<file path="src/rtl/core/eba_pkg.sv">
package eba_pkg;

  typedef enum logic [4:0] {
    OP_ADD8  = 5'd0,
    OP_ADC8  = 5'd1,
    OP_SUB8  = 5'd2,
    OP_SBC8  = 5'd3,
    OP_CMP8  = 5'd4,
    OP_AND8  = 5'd5,
    OP_OR8   = 5'd6,
    OP_EOR8  = 5'd7,
    OP_BIT8  = 5'd8,
    OP_LD8   = 5'd9,
    OP_NEG8  = 5'd10,
    OP_COM8  = 5'd11,
    OP_INC8  = 5'd12,
    OP_DEC8  = 5'd13,
    OP_CLR8  = 5'd14,
    OP_TST8  = 5'd15,
    OP_ASL8  = 5'd16,
    OP_ASR8  = 5'd17,
    OP_LSR8  = 5'd18,
    OP_ROL8  = 5'd19,
    OP_ROR8  = 5'd20,
    OP_DAA   = 5'd21,
    OP_MUL   = 5'd22,
    OP_SEX   = 5'd23,
    OP_ADDD  = 5'd24,
    OP_SUBD  = 5'd25,
    OP_CMPD  = 5'd26,
    OP_LDD   = 5'd27,
    OP_ANDCC = 5'd28,
    OP_ORCC  = 5'd29
  } op_t;

  // Condition code bit positions
  localparam int CC_C = 0;
  localparam int CC_V = 1;
  localparam int CC_Z = 2;
  localparam int CC_N = 3;
  localparam int CC_H = 5;

  localparam logic [7:0] DAA_LO_FIX = 8'h06;
  localparam logic [7:0] DAA_HI_FIX = 8'h60;
  localparam logic [3:0] BCD_MAX    = 4'h9;
  localparam logic [3:0] BCD_HI_LIM = 4'h8;
  localparam logic [7:0] INC_OVF    = 8'h7f;
  localparam logic [7:0] DEC_OVF    = 8'h80;

  // Decode stage output: adder operands already selected
  typedef struct packed {
    op_t         op;
    logic [15:0] da;
    logic [15:0] db;
    logic [7:0]  cc;
    logic [15:0] x;
    logic [15:0] y;
    logic        sub;
    logic        cin;
  } dec_t;

  // Execute stage output: raw sum and product
  typedef struct packed {
    op_t         op;
    logic [15:0] da;
    logic [15:0] db;
    logic [7:0]  cc;
    logic [15:0] x;
    logic [15:0] y;
    logic [16:0] sum;
    logic [15:0] prod;
  } exe_t;

endpackage

</file>
<file path="src/rtl/core/eba_decode.sv">
module eba_decode (
  input  logic             clk,
  input  logic             rst,
  input  logic             in_valid,
  output logic             in_ready,
  input  logic [4:0]       operation,
  input  logic [15:0]      operand_a,
  input  logic [15:0]      operand_b,
  input  logic [7:0]       cc_in,
  input  logic             dn_ready,
  output logic             dn_valid,
  output eba_pkg::dec_t    dec
);

  eba_pkg::dec_t dec_next;
  logic          vld;

  assign in_ready = !vld || dn_ready;
  assign dn_valid = vld;

  always_comb begin
    logic [7:0] a8;
    logic [7:0] fix;
    logic       c;
    a8  = operand_a[7:0];
    c   = cc_in[eba_pkg::CC_C];
    fix = 8'h00;
    if (a8[3:0] > eba_pkg::BCD_MAX || cc_in[eba_pkg::CC_H]) begin
      fix = fix | eba_pkg::DAA_LO_FIX;
    end
    if ((a8[7:4] > eba_pkg::BCD_HI_LIM && a8[3:0] > eba_pkg::BCD_MAX) ||
        a8[7:4] > eba_pkg::BCD_MAX || c) begin
      fix = fix | eba_pkg::DAA_HI_FIX;
    end

    dec_next.op  = eba_pkg::op_t'(operation);
    dec_next.da  = operand_a;
    dec_next.db  = operand_b;
    dec_next.cc  = cc_in;
    dec_next.x   = {8'h00, a8};
    dec_next.y   = {8'h00, operand_b[7:0]};
    dec_next.sub = 1'b0;
    dec_next.cin = 1'b0;
    unique case (eba_pkg::op_t'(operation))
      eba_pkg::OP_ADD8: ;
      eba_pkg::OP_ADC8: dec_next.cin = c;
      eba_pkg::OP_SUB8, eba_pkg::OP_CMP8: dec_next.sub = 1'b1;
      eba_pkg::OP_SBC8: begin
        dec_next.sub = 1'b1;
        dec_next.cin = c;
      end
      eba_pkg::OP_NEG8: begin
        dec_next.x   = 16'h0000;
        dec_next.y   = {8'h00, a8};
        dec_next.sub = 1'b1;
      end
      eba_pkg::OP_INC8: dec_next.y = 16'h0001;
      eba_pkg::OP_DEC8: begin
        dec_next.y   = 16'h0001;
        dec_next.sub = 1'b1;
      end
      eba_pkg::OP_DAA: dec_next.y = {8'h00, fix};
      eba_pkg::OP_ADDD: begin
        dec_next.x = operand_a;
        dec_next.y = operand_b;
      end
      eba_pkg::OP_SUBD, eba_pkg::OP_CMPD: begin
        dec_next.x   = operand_a;
        dec_next.y   = operand_b;
        dec_next.sub = 1'b1;
      end
      default: ;
    endcase
  end

  always_ff @(posedge clk) begin
    if (rst) begin
      vld <= 1'b0;
    end else if (in_ready) begin
      vld <= in_valid;
    end
  end

  always_ff @(posedge clk) begin
    if (in_ready && in_valid) begin
      dec <= dec_next;
    end
  end

endmodule

</file>
<file path="src/rtl/core/eba_exec.sv">
module eba_exec (
  input  logic             clk,
  input  logic             rst,
  input  logic             up_valid,
  output logic             up_ready,
  input  eba_pkg::dec_t    dec,
  input  logic             dn_ready,
  output logic             dn_valid,
  output eba_pkg::exe_t    exe
);

  logic        vld;
  logic [16:0] sum_next;
  logic [15:0] prod_next;

  assign up_ready = !vld || dn_ready;
  assign dn_valid = vld;

  // One 17-bit add/subtract; bit 16 (or bit 8 for byte ops) is carry/borrow
  always_comb begin
    if (dec.sub) begin
      sum_next = {1'b0, dec.x} - {1'b0, dec.y} - {16'h0000, dec.cin};
    end else begin
      sum_next = {1'b0, dec.x} + {1'b0, dec.y} + {16'h0000, dec.cin};
    end
    prod_next = {8'h00, dec.da[7:0]} * {8'h00, dec.db[7:0]};
  end

  always_ff @(posedge clk) begin
    if (rst) begin
      vld <= 1'b0;
    end else if (up_ready) begin
      vld <= up_valid;
    end
  end

  always_ff @(posedge clk) begin
    if (up_ready && up_valid) begin
      exe.op   <= dec.op;
      exe.da   <= dec.da;
      exe.db   <= dec.db;
      exe.cc   <= dec.cc;
      exe.x    <= dec.x;
      exe.y    <= dec.y;
      exe.sum  <= sum_next;
      exe.prod <= prod_next;
    end
  end

endmodule

</file>
<file path="src/rtl/core/eba_flags.sv">
module eba_flags (
  input  logic             clk,
  input  logic             rst,
  input  logic             up_valid,
  output logic             up_ready,
  input  eba_pkg::exe_t    exe,
  input  logic             out_ready,
  output logic             out_valid,
  output logic [15:0]      result,
  output logic [7:0]       cc_out,
  output logic             writes_back
);

  logic [15:0] result_next;
  logic [7:0]  cc_next;
  logic        wb_next;

  assign up_ready = !out_valid || out_ready;

  always_comb begin
    logic [7:0]  r8;
    logic [15:0] r16;
    logic [7:0]  a8;
    logic [7:0]  b8;
    logic [7:0]  lg;
    logic [7:0]  sh;
    logic        c;
    logic        v_add8;
    logic        v_sub8;
    logic        v_add16;
    logic        v_sub16;
    logic        h;
    r8      = exe.sum[7:0];
    r16     = exe.sum[15:0];
    a8      = exe.da[7:0];
    b8      = exe.db[7:0];
    c       = exe.cc[eba_pkg::CC_C];
    v_add8  = (exe.x[7] ^ r8[7]) & (exe.y[7] ^ r8[7]);
    v_sub8  = (exe.x[7] ^ exe.y[7]) & (exe.x[7] ^ r8[7]);
    v_add16 = (exe.x[15] ^ r16[15]) & (exe.y[15] ^ r16[15]);
    v_sub16 = (exe.x[15] ^ exe.y[15]) & (exe.x[15] ^ r16[15]);
    h       = exe.x[4] ^ exe.y[4] ^ r8[4];

    unique case (exe.op)
      eba_pkg::OP_OR8:  lg = a8 | b8;
      eba_pkg::OP_EOR8: lg = a8 ^ b8;
      eba_pkg::OP_LD8:  lg = b8;
      eba_pkg::OP_TST8: lg = a8;
      default:          lg = a8 & b8;
    endcase

    unique case (exe.op)
      eba_pkg::OP_ASL8: sh = {a8[6:0], 1'b0};
      eba_pkg::OP_ROL8: sh = {a8[6:0], c};
      eba_pkg::OP_ASR8: sh = {a8[7], a8[7:1]};
      eba_pkg::OP_ROR8: sh = {c, a8[7:1]};
      default:          sh = {1'b0, a8[7:1]};
    endcase

    cc_next     = exe.cc;
    result_next = 16'h0000;
    wb_next     = 1'b1;

    unique case (exe.op)
      eba_pkg::OP_ADD8, eba_pkg::OP_ADC8: begin
        result_next              = {8'h00, r8};
        cc_next[eba_pkg::CC_N]   = r8[7];
        cc_next[eba_pkg::CC_Z]   = (r8 == 8'h00);
        cc_next[eba_pkg::CC_V]   = v_add8;
        cc_next[eba_pkg::CC_C]   = exe.sum[8];
        cc_next[eba_pkg::CC_H]   = h;
      end
      eba_pkg::OP_SUB8, eba_pkg::OP_SBC8: begin
        result_next              = {8'h00, r8};
        cc_next[eba_pkg::CC_N]   = r8[7];
        cc_next[eba_pkg::CC_Z]   = (r8 == 8'h00);
        cc_next[eba_pkg::CC_V]   = v_sub8;
        cc_next[eba_pkg::CC_C]   = exe.sum[8];
        cc_next[eba_pkg::CC_H]   = h;
      end
      eba_pkg::OP_CMP8, eba_pkg::OP_NEG8: begin
        result_next              = {8'h00, r8};
        cc_next[eba_pkg::CC_N]   = r8[7];
        cc_next[eba_pkg::CC_Z]   = (r8 == 8'h00);
        cc_next[eba_pkg::CC_V]   = v_sub8;
        cc_next[eba_pkg::CC_C]   = exe.sum[8];
        wb_next                  = (exe.op == eba_pkg::OP_NEG8);
      end
      eba_pkg::OP_AND8, eba_pkg::OP_OR8, eba_pkg::OP_EOR8, eba_pkg::OP_BIT8,
      eba_pkg::OP_LD8, eba_pkg::OP_TST8: begin
        result_next              = {8'h00, lg};
        cc_next[eba_pkg::CC_N]   = lg[7];
        cc_next[eba_pkg::CC_Z]   = (lg == 8'h00);
        cc_next[eba_pkg::CC_V]   = 1'b0;
        wb_next = !(exe.op == eba_pkg::OP_BIT8 || exe.op == eba_pkg::OP_TST8);
      end
      eba_pkg::OP_COM8: begin
        result_next              = {8'h00, ~a8};
        cc_next[eba_pkg::CC_N]   = ~a8[7];
        cc_next[eba_pkg::CC_Z]   = (a8 == 8'hff);
        cc_next[eba_pkg::CC_V]   = 1'b0;
        cc_next[eba_pkg::CC_C]   = 1'b1;
      end
      eba_pkg::OP_INC8, eba_pkg::OP_DEC8: begin
        result_next              = {8'h00, r8};
        cc_next[eba_pkg::CC_N]   = r8[7];
        cc_next[eba_pkg::CC_Z]   = (r8 == 8'h00);
        cc_next[eba_pkg::CC_V]   = (exe.op == eba_pkg::OP_INC8) ?
                                   (a8 == eba_pkg::INC_OVF) :
                                   (a8 == eba_pkg::DEC_OVF);
      end
      eba_pkg::OP_CLR8: begin
        cc_next[eba_pkg::CC_N]   = 1'b0;
        cc_next[eba_pkg::CC_Z]   = 1'b1;
        cc_next[eba_pkg::CC_V]   = 1'b0;
        cc_next[eba_pkg::CC_C]   = 1'b0;
      end
      eba_pkg::OP_ASL8, eba_pkg::OP_ROL8: begin
        result_next              = {8'h00, sh};
        cc_next[eba_pkg::CC_N]   = sh[7];
        cc_next[eba_pkg::CC_Z]   = (sh == 8'h00);
        cc_next[eba_pkg::CC_V]   = a8[7] ^ a8[6];
        cc_next[eba_pkg::CC_C]   = a8[7];
      end
      eba_pkg::OP_ASR8, eba_pkg::OP_LSR8, eba_pkg::OP_ROR8: begin
        result_next              = {8'h00, sh};
        cc_next[eba_pkg::CC_N]   = sh[7];
        cc_next[eba_pkg::CC_Z]   = (sh == 8'h00);
        cc_next[eba_pkg::CC_C]   = a8[0];
      end
      eba_pkg::OP_DAA: begin
        result_next              = {8'h00, r8};
        cc_next[eba_pkg::CC_N]   = r8[7];
        cc_next[eba_pkg::CC_Z]   = (r8 == 8'h00);
        cc_next[eba_pkg::CC_V]   = 1'b0;
        cc_next[eba_pkg::CC_C]   = c | exe.sum[8];
      end
      eba_pkg::OP_MUL: begin
        result_next              = exe.prod;
        cc_next[eba_pkg::CC_Z]   = (exe.prod == 16'h0000);
        cc_next[eba_pkg::CC_C]   = exe.prod[7];
      end
      eba_pkg::OP_SEX: begin
        result_next              = {{8{b8[7]}}, b8};
        cc_next[eba_pkg::CC_N]   = b8[7];
        cc_next[eba_pkg::CC_Z]   = (b8 == 8'h00);
      end
      eba_pkg::OP_ADDD: begin
        result_next              = r16;
        cc_next[eba_pkg::CC_N]   = r16[15];
        cc_next[eba_pkg::CC_Z]   = (r16 == 16'h0000);
        cc_next[eba_pkg::CC_V]   = v_add16;
        cc_next[eba_pkg::CC_C]   = exe.sum[16];
      end
      eba_pkg::OP_SUBD, eba_pkg::OP_CMPD: begin
        result_next              = r16;
        cc_next[eba_pkg::CC_N]   = r16[15];
        cc_next[eba_pkg::CC_Z]   = (r16 == 16'h0000);
        cc_next[eba_pkg::CC_V]   = v_sub16;
        cc_next[eba_pkg::CC_C]   = exe.sum[16];
        wb_next                  = (exe.op == eba_pkg::OP_SUBD);
      end
      eba_pkg::OP_LDD: begin
        result_next              = exe.db;
        cc_next[eba_pkg::CC_N]   = exe.db[15];
        cc_next[eba_pkg::CC_Z]   = (exe.db == 16'h0000);
        cc_next[eba_pkg::CC_V]   = 1'b0;
      end
      eba_pkg::OP_ANDCC: begin
        cc_next                  = exe.cc & b8;
        result_next              = {8'h00, exe.cc & b8};
        wb_next                  = 1'b0;
      end
      eba_pkg::OP_ORCC: begin
        cc_next                  = exe.cc | b8;
        result_next              = {8'h00, exe.cc | b8};
        wb_next                  = 1'b0;
      end
      default: begin
        // undefined operation codes: no result, flags untouched
        wb_next                  = 1'b0;
      end
    endcase
  end

  always_ff @(posedge clk) begin
    if (rst) begin
      out_valid <= 1'b0;
    end else if (up_ready) begin
      out_valid <= up_valid;
    end
  end

  always_ff @(posedge clk) begin
    if (up_ready && up_valid) begin
      result      <= result_next;
      cc_out      <= cc_next;
      writes_back <= wb_next;
    end
  end

endmodule

</file>
<file path="src/rtl/core/eight_bit_alu_with_condition_codes.sv">
// channel | valid     | ready     | payload
// --------+-----------+-----------+-------------------------------------------
// input   | in_valid  | in_ready  | operation, operand_a, operand_b, cc_in
// output  | out_valid | out_ready | result, cc_out, writes_back
//
// Three register stages: operand select, add/subtract and 8x8 multiply,
// flag and result formation. One item per cycle while the output is not stalled.
// Each stage holds its item while the next one is full and stalled, so an
// input transfer can still happen while a result waits at the output.
// Synchronous reset clears the valid bits only; no state survives an item.
module eight_bit_alu_with_condition_codes (
  input  logic        clk,
  input  logic        rst,
  input  logic        in_valid,
  output logic        in_ready,
  input  logic [4:0]  operation,
  input  logic [15:0] operand_a,
  input  logic [15:0] operand_b,
  input  logic [7:0]  cc_in,
  output logic        out_valid,
  input  logic        out_ready,
  output logic [15:0] result,
  output logic [7:0]  cc_out,
  output logic        writes_back
);

  eba_pkg::dec_t dec;
  eba_pkg::exe_t exe;
  logic          dec_valid;
  logic          dec_ready;
  logic          exe_valid;
  logic          exe_ready;

  eba_decode u_decode (
    .clk       (clk),
    .rst       (rst),
    .in_valid  (in_valid),
    .in_ready  (in_ready),
    .operation (operation),
    .operand_a (operand_a),
    .operand_b (operand_b),
    .cc_in     (cc_in),
    .dn_ready  (dec_ready),
    .dn_valid  (dec_valid),
    .dec       (dec)
  );

  eba_exec u_exec (
    .clk      (clk),
    .rst      (rst),
    .up_valid (dec_valid),
    .up_ready (dec_ready),
    .dec      (dec),
    .dn_ready (exe_ready),
    .dn_valid (exe_valid),
    .exe      (exe)
  );

  eba_flags u_flags (
    .clk         (clk),
    .rst         (rst),
    .up_valid    (exe_valid),
    .up_ready    (exe_ready),
    .exe         (exe),
    .out_ready   (out_ready),
    .out_valid   (out_valid),
    .result      (result),
    .cc_out      (cc_out),
    .writes_back (writes_back)
  );

endmodule

</file>
<file path="config.mk">
export PLATFORM = sky130hd
export DESIGN_NAME = eight_bit_alu_with_condition_codes
export DESIGN_NICKNAME = d
export VERILOG_FILES = /design/src/rtl/core/eba_pkg.sv /design/src/rtl/core/eba_decode.sv /design/src/rtl/core/eba_exec.sv /design/src/rtl/core/eba_flags.sv /design/src/rtl/core/eight_bit_alu_with_condition_codes.sv
export SDC_FILE = /design/constraint.sdc
export NUM_CORES = 1
export LEC_CHECK = 0
export BUFFER_PORTS_ARGS = -buffer_cell sky130_fd_sc_hd__clkbuf_2
export CAP_MARGIN = 0
export CORE_MARGIN = 5
export CORE_UTILIZATION = 55
export DETAILED_ROUTE_END_ITERATION = 8
export PLACE_DENSITY_LB_ADDON = 0.15
export RECOVER_POWER = 25
export SLEW_MARGIN = 40
export SYNTH_ARGS = -nofsm -noshare
export SYNTH_HDL_FRONTEND = slang
export SYNTH_SLANG_ARGS = --single-unit
</file>
<file path="constraint.sdc">
create_clock -name clk -period 11.8 [get_ports clk]
set_clock_uncertainty 0.15 [all_clocks]
set_input_delay 3.54 -clock clk [delete_from_list [all_inputs] [get_ports clk]]
set_output_delay 3.54 -clock clk [all_outputs]
set_load 0.005 [all_outputs]
</file>
==> impl_metrics.toml <==
[logic_synthesis]
synthFlopType = "edfxtp_1"
synth_edf_count = 172
yosysSeqAreaShare_pct = 43.7
synth_common_cells = "edfxtp_1, inv_1, ha_1, nand2_1, a21oi_1"
yosysTopAreaCell = "edfxtp_1"
ys_warn_count = 0
synth.distinct_cells = 76
ys_async_sr_fraction_pct = 0
syn_inst = 1149
syn_area_sq_um = 12000
syn-num-nets = 1336
synth.most_common_cell = "edfxtp_1"
ys_top_cells_by_area = "edfxtp_1, ha_1, fa_1, inv_1, and2_1"
yosysTopAreaCellShare_pct = 43.2
syn_area_per_cell_sq_um = 10.4
ys_ff_latch = 175

[min_path]
min_from = "u_decode.dec[51]"
hp-class = "register to register"

[detailed_routing]
dr.pass1.iters = 5
avgViaCountPerCell = 5.81
post_drt_wl_per_cell_um = 18.6
drt_iter0_drc = 803
drc = 0
dr_total_vias = 8809
routed_wl_mm = 28.2
antenna_left = 0

[global_route]
grt_pass1_wl_mm = 44.5
gr-usage-all-layers_pct = 23.2
grt_pass1_vias = 8343
antenna_found_initial = 1
grt_start_max_net_pins = 77
gr-total-overflow = 0

[outcome]
status = "finished, final reports clean"

[layout]
drive_above_1_share_pct = 11.3
area_growth_pct = 10.7
num_antenna_cells = 0
nets = 1410
finish.utilization_pct = 61.3

[cts]
clock_sinks = 175
cts_resized = 0
clock_path_buffers = 2
cts_tree = "built"
clk_latency_ns = 0.44
cts_setup_buffers = 0
cts_buffers = 17
cts_hold_buffers = 0
cts-htree-levels = 4
path_clk_slew_ns = 0.07
cts_root_buf = "clkbuf_16"

[setup_path]
required_ns = 8.11
cp_slowest_cell = "nor2b_1"
arrival_ns = 4.53
crit_buf_inv = 2
worstPathCellList = "clkbuf_2, nor2b_1, nand3_1, clkbuf_2"
endpoint_kind = "primary output"
setup.worst_path.start_class = "primary input"
cpPeakStageDelay_ns = 0.57
critPathLaunch = "out_ready"
critical_path.most_common_cell = "clkbuf_2"
worstPathMaxFanout = 6
worstReg2RegStart = "u_decode.dec[61]"
cpLargestDelayFamily = "simple AND/OR/NAND/NOR gates"
critical_path_class = "primary input to primary output"

[floorplanning]
io_pins = 76
start_util_pct = 55.3
fp.dieW_um = 157
die_area_sq_um = 24800
dieHeight_um = 157
std_cell_rows = 54
coreArea_sq_um = 21600

[sta]
final_hold_viol_count = 0
fmax_ghz = 0.122
whs_ns = 0.270
setup_viol = 0
slew_headroom_pct = 30.4
rsz0062_at_grt = "no"
tightest_slew_ns = 1.04
period_share_pct = 69.6
fin_crit_ns = 8.22
finalSetupTns_ns = 0
drv_slew = 0

[pwr]
swShare_pct = 34.9
p_seq_share_pct = 40.5
p_int_mw = 1.35
irDropWorstVdd_v = 0.000124
pwr-share-comb_pct = 33.0
switching_power_mw = 0.720
clkPwrFrac_pct = 26.5
leakagePower_nw = 5.51
powerDensity_nw_per_um2 = 156

[place]
routabilityCongestion = 0.987
hpwl_mm = 21.2
portBuffers = 75

[run]
max_cap_violations = 0
-- area by class of cell --
cell class | instances | area (sq um)
timing repair buffer | 82 | 443
sequential | 175 | 5230
clock inverter | 15 | 148
multi-input combinational | 812 | 6150
fill | 1847 | 8370
clock buffer | 17 | 425
tap | 280 | 350
inverter | 135 | 509
-- cell usage in the layout, fill, tap and decap left out, types with 6 or more instances in the layout --
cell	n
a31oi_1	8
edfxtp_1	172
clkbuf_16	17
nand4_1	8
mux2i_1	9
ha_1	98
a221o_1	12
a221oi_1	13
a21oi_1	83
xnor2_1	30
nor3_1	18
o21a_1	9
nor4_1	18
maj3_1	7
a21o_1	7
o22ai_1	7
nand2_1	95
inv_1	133
fa_1	40
a22o_1	7
o21ai_0	48
clkbuf_2	75
mux2_2	7
nand2b_1	20
nor2b_1	24
nand3_1	12
nor2_1	62
and2_0	6
o211ai_1	9
and2_1	67
xor2_1	11
-- metal layers --
| layer | wire [um] | share of wire, % | global-route usage (%) | vias up |
|---|---|---|---|---|
| met2 | 12300 | 44 | 35.0 | 337 |
| met3 | 2150 | 7.6 | 4.07 | 63 |
| met4 | 898 | 3.2 | 8.52 | 0 |
| met5 | 0 | 0 | 0 | - |
| li1 | - | - | - | 4244 |
| met1 | 12800 | 46 | 33.8 | 4165 |
-- worst reg2reg max path, stage by stage (launching register included) --
cell and delay, ns:
edfxtp_1 0.55, and2_1 0.26, fa_1 0.45, fa_1 0.50
inv_1 0.05, fa_1 0.48, fa_1 0.49, inv_1 0.04
ha_1 0.33, o21a_1 0.20, o31a_1 0.13, o211ai_1 0.23
a21oi_1 0.12, a2111oi_2 0.38, a21oi_1 0.14, xnor2_1 0.30
-- sequential cells by signal (all words and copies together), names as in the netlist --
signal	flops
u_flags.writes_back	1
u_flags.cc_out	8
u_exec.dn_valid	1
u_decode.dec	71
u_decode.dn_valid	1
u_exec.exe	76
u_flags.out_valid	1
u_flags.result	16
-- through the flow --
step / std cells / area (sq um) / power [mW] / setup slack, ns
6_report: 1516 / 13200 / 2.07 / 3.58
5_1_grt: 1516 / 13200 / 2.20 / 3.51
4_1_cts: 1516 / 13300 / 2.08 / 3.58
3_5_place_dp: 1484 / 12700 / 1.52 / 3.56
3_3_place_gp: 1482 / 12600 / 1.51 / 3.70
2_1_floorplan: 1149 / 12000 / 1.33 / 1.87
-- kinds of logic after synthesis --
| group | share of synthesized area, % |
|---|---|
| xor gates and xnor gates | 3.00 |
| DFF | 43.7 |
| AOI/OAI and AO/OA | 13.7 |
| and+or+nand+nor | 15.4 |
| muxes | 1.41 |
| adders and majority gates | 17.5 |
| buffers and inverters | 5.28 |
-- final timing paths --
path                                        to  slack, ns  cells after the start
worst min register to register  u_exec.exe[82]       0.27                      0
worst min-delay path            u_exec.exe[82]       0.27                      0
worst max register to register  u_exec.exe[15]       6.81                     15
worst max-delay path                  in_ready       3.58                      4
-- power groups by stage --
stage,Clock [mW],Combinational (mW),Sequential (mW)
6_report,0.548,0.682,0.836
3_5_place_dp,0,0.674,0.848
2_1_floorplan,0,0.508,0.823
3_3_place_gp,0,0.657,0.850
5_1_grt,0.586,0.771,0.842
4_1_cts,0.559,0.681,0.835
No activity file was read; power rests on OpenSTA's default activity.
